File: src/sv/dlp_ram.sv
// Generic single-write, single-read RAM with registered read data.
`default_nettype none
module dlp_ram #(
   parameter int WIDTH = 8,
   parameter int DEPTH = 16
) (
   input  wire logic                     clock,
   input  wire logic                     wr_en,
   input  wire logic [$clog2(DEPTH)-1:0] wr_addr,
   input  wire logic [WIDTH-1:0]         wr_data,
   input  wire logic [$clog2(DEPTH)-1:0] rd_addr,
   output      logic [WIDTH-1:0]         rd_data
);
   logic [WIDTH-1:0] mem [DEPTH];

   always_ff @(posedge clock) begin
      if (wr_en) begin
         mem[wr_addr] <= wr_data;
      end
      rd_data <= mem[rd_addr];
   end
endmodule
`default_nettype wire

File: config.mk
export PLATFORM = sky130hd
export DESIGN_NAME = dlp_ram
export DESIGN_NICKNAME = d
export VERILOG_FILES = /design/src/sv/dlp_ram.sv
export SDC_FILE = /design/constraint.sdc
export NUM_CORES = 1
export LEC_CHECK = 0
export ABC_AREA = 1
export ABC_CLOCK_PERIOD_IN_PS = 1300
export BUFFER_PORTS_ARGS = -buffer_cell sky130_fd_sc_hd__buf_2
export CAP_MARGIN = 15
export CORE_ASPECT_RATIO = 2
export CORE_UTILIZATION = 63
export CTS_BUF_LIST = sky130_fd_sc_hd__clkbuf_8
export CTS_CLUSTER_DIAMETER = 40
export DETAILED_ROUTE_END_ITERATION = 10
export HOLD_SLACK_MARGIN = 0.15
export PLACE_DENSITY_LB_ADDON = 0.05
export SLEW_MARGIN = 20
export SYNTH_ARGS = -nofsm -noshare
export SYNTH_HDL_FRONTEND = slang
export SYNTH_SLANG_ARGS = --single-unit
File: constraint.sdc
create_clock -name clock -period 1.3 [get_ports clock]
set_input_delay 0.065 -clock clock [delete_from_list [all_inputs] [get_ports clock]]
set_output_delay 0.065 -clock clock [all_outputs]
set_load 0.02 [all_outputs]
* Word level (Yosys, flattened, before mapping)
Memories as Yosys holds them, arrays and structs flattened. A register that Yosys moved wholly into a read port is not among the register bits.
Index checks and enable logic that the tools add are counted.
** Storage, ports and cells
- RAM bits :: 128
- Output and inout port bits :: 8
- Logic and storage cells :: 3
- Bits of input ports :: 18
- Register bits :: 0
- Memories :: 1
** Operators by class
- Muxes and demuxes :: 2
** Memory list
- mem :: depth 16, bits a word 8, rd ports 1, clocked after memory_dff 1, wr ports 1, line 14 : logic [WIDTH-1:0] mem [DEPTH];
** Operators with widths (count)
- 2-to-1 mux 1 bit :: 2

* Longest topological paths before layout
- Word-level depth :: 2
- Depth in mapped cells :: 8
- Depth with buffers taken out :: 7

* Least setup slack after synthesis
No wires, ideal clock.
- Kind :: input to register
- Start point :: in wr_addr[2]
- End point :: mem mem[10][0], enable pin
- Setup slack :: 0.284 ns
- Library setup time :: 0.370 ns
- Stages on the path :: 2
- Arrival time :: 0.646 ns
- Buffers on the path :: 0
- Cell sequence :: nand3b_1 > nor2_1
** RTL lines
- start, declared :: line 9 : input wire logic [$clog2(DEPTH)-1:0] wr_addr,
- end, declared :: line 14
No word-level cell before the write port.

==> results.md <==
* Antenna-violating nets left at 0
* Commonest register cell after synthesis: edfxtp_1
* Drt total wl at 12.88 mm
* Total power at between 9 and 10 mW
* Vias in the first global route at just under 4000
* RSZ-0062 raised after global routing: no
* Worst Skew at 0.006910 ns
* Reg2reg start: mem[4][0]$_DFFE_PP_
* Hold Startpoint: rd_addr[1]
* CTS buffer count at 17
* Nets at 623
* Via density at roughly 5.4
* Share of cells above drive strength 1 at 12.80%
* CTS tree: yes
* Peak VDD IR at 0.001422 V
* GRT Overall Usage at about 29%
* Tcrit/Tclk final at approximately 80%
* Crit end category: flop
* Sequential share of the synthesized area at a little over two thirds
* CP Class: flop to flop
* WHS Endpoint: rd_data[1]$_DFF_P_
* Clock slew at reported path FFs at 0.07 ns
* Crit-path max FO at 1
* Pins Over Slew Limit at 0
* Die Width at 69.65 µm
* Detailed Routing Iterations Pass 1 at 5
* Final setup viols at 0
* PortBufs at 25
* Area share of the largest cell type after synthesis at around 67%
* Worst hold path stage count at 7
* Seq cells post-synth at 136
* DRT iter0 DRCs at 402
* # diodes at 0
* DRC at 0
* Die ar. at approximately 0.0096 mm²
* CORE AREA at a little under 0.009 mm²
* Layout area overhead at 14.62%
* Setup_tns at 0 ns
* Depth of the most critical reg-to-reg path at 6
* Syn_nets at 569
* Die Span Y at approximately 140 µm
* Synthesized instance count at 551
* Status: completed
* Critical Path AT at 1.37 ns
* Final min period at 1.041 ns
* Post-synth cell types at 12
* Leakage at 2.914 nW
* CTS sink count at between 100 and 150
* Mean Syn Cell Area at 10.47 µm²
* Synth warn at 0
* EDFF count, synth at between 100 and 150
* Req. time, crit path at roughly 1.6 ns
* FMAX at a little under 1000 MHz
* Slew @ Worst Pin at roughly 0.38 ns
* CTS H-Tree Depth at 4
* I/O pin cnt at 26
* Post-DP HPWL at between 8 and 9 mm
* P per Cell Area at approximately 1400 mW/mm²
* Initial antenna violation count at 0
* End of the worst register-to-register path: rd_data[0]$_DFF_P_
* CTS Buffer Depth at 2
* Worst-Skew Late Latency at ~0.43 ns
* # resized after CTS at 0
* Synthesized cell area at approximately 0.0058 mm²
* Startpoint Class: flop
* Ys async rst share at 0%
* Maxcap violations at 0
* Commonest cells in the netlist: nand2_1, edfxtp_1, inv_1
* Top post-synthesis cells by area: edfxtp_1, nand2_1, nand3_1
* Largest net degree at the start of global routing at 65
* Most common cell in the synthesized netlist: nand2_1
* Worst slew margin at about three quarters
* Cell Rows at 49
* GP Congestion at about 0.89
* Dominant cell type by area after synthesis: edfxtp_1
* DR vias at ~3900
* Total grt overflow at 0
* Wire per inst at about 18 µm
* Root Buffer Master: clkbuf_8
* Final Hold Vio Count at 0
* Starting Density at 64.43%
* Global-route wire length before repair at between 15 and 20 mm
* Worst min-delay path class: input pin to flop
* Worst reg2reg setup slack at around 0.26 ns
[worst max-delay path: stages (launching register included)]
cell and delay, ns:
edfxtp_1 0.37, inv_1 0.07, nand2_1 0.06, nand3_1 0.09
nand3_1 0.13, nand3_1 0.16, nand2_1 0.06
[per-stage QoR]
stage	hold WS, ns	instances	worst slack (ns)	util, %	instance area (µm²)
floorplan	0.1639	551	0.2842	-	5767
global placement	0.4221	678	0.1859	67.82	6071
detailed placement	0.4259	678	0.1694	67.82	6071
CTS	0.2343	719	0.2707	73.85	6610
global route	0.2741	719	0.1978	73.85	6610
finish	0.2647	719	0.2595	73.85	6610
[sequential cells by signal (all words and copies together) (netlist names)]
signal   count
mem        128
rd_data      8
[final cells by class]
class | count | area (µm²)
sequential | 136 | 4004
clock inverter | 14 | 205.2
multi-input combinational | 289 | 1214
inverter | 102 | 382.9
tap | 102 | 127.6
fill | 657 | 2341
timing repair buffer | 59 | 442.9
clock buffer | 17 | 234.0
[how the worst max path moves through the flow]
stage | startpoint | to | slack, ns | cells past startpoint
6_report | mem[4][0]$_DFFE_PP_ | rd_data[0]$_DFF_P_ | 0.26 | 6
5_1_grt | mem[4][0]$_DFFE_PP_ | rd_data[0]$_DFF_P_ | 0.20 | 6
4_1_cts | rd_data[7]$_DFF_P_ | rd_data[7] | 0.27 | 1
3_5_place_dp | rd_addr[0] | rd_data[2]$_DFF_P_ | 0.17 | 8
3_3_place_gp | wr_addr[3] | mem[7][6]$_DFFE_PP_ | 0.19 | 4
2_1_floorplan | wr_addr[2] | mem[10][0]$_DFFE_PP_ | 0.28 | 2
[layer usage]
metal  up-vias  GRT usage [%]  routed length, µm
li1       1878              -                  -
met1      1840          30.81               4568
met2       139          52.70               7068
met3        39          6.657                573
met4         0          18.67                668
met5         -              0                  0
[cell families after synthesis]
kind of cell | Yosys count | synth area share, %
simple gates | 289 | 21.05
flops | 136 | 69.43
buf+inv | 126 | 9.525
[power by group]
part           internal [mW]  switching, mW
clock                   2.26           1.55
sequential              4.90         0.0294
combinational          0.209          0.452
total                   7.36           2.03
[repair_timing]
action,in CTS,in global routing
hold buffers,10,0
hold endpoints to repair,136,0
buffers inserted,0,0
[cells in the final DEF (no fill, tap or decap)]
cell	instances
inv_2	2
nor2_1	17
clkinv_1	3
nand3b_1	2
nand2_1	173
buf_2	25
clkinv_4	2
clkinvlp_4	1
dfxtp_1	8
buf_12	3
inv_6	1
nand3_1	97
edfxtp_1	128
dlygate4sd3_1	10
buf_4	21
clkbuf_8	17
inv_1	100
bufinv_16	5
clkinv_2	2
No activity file was read; power rests on OpenSTA's default activity.
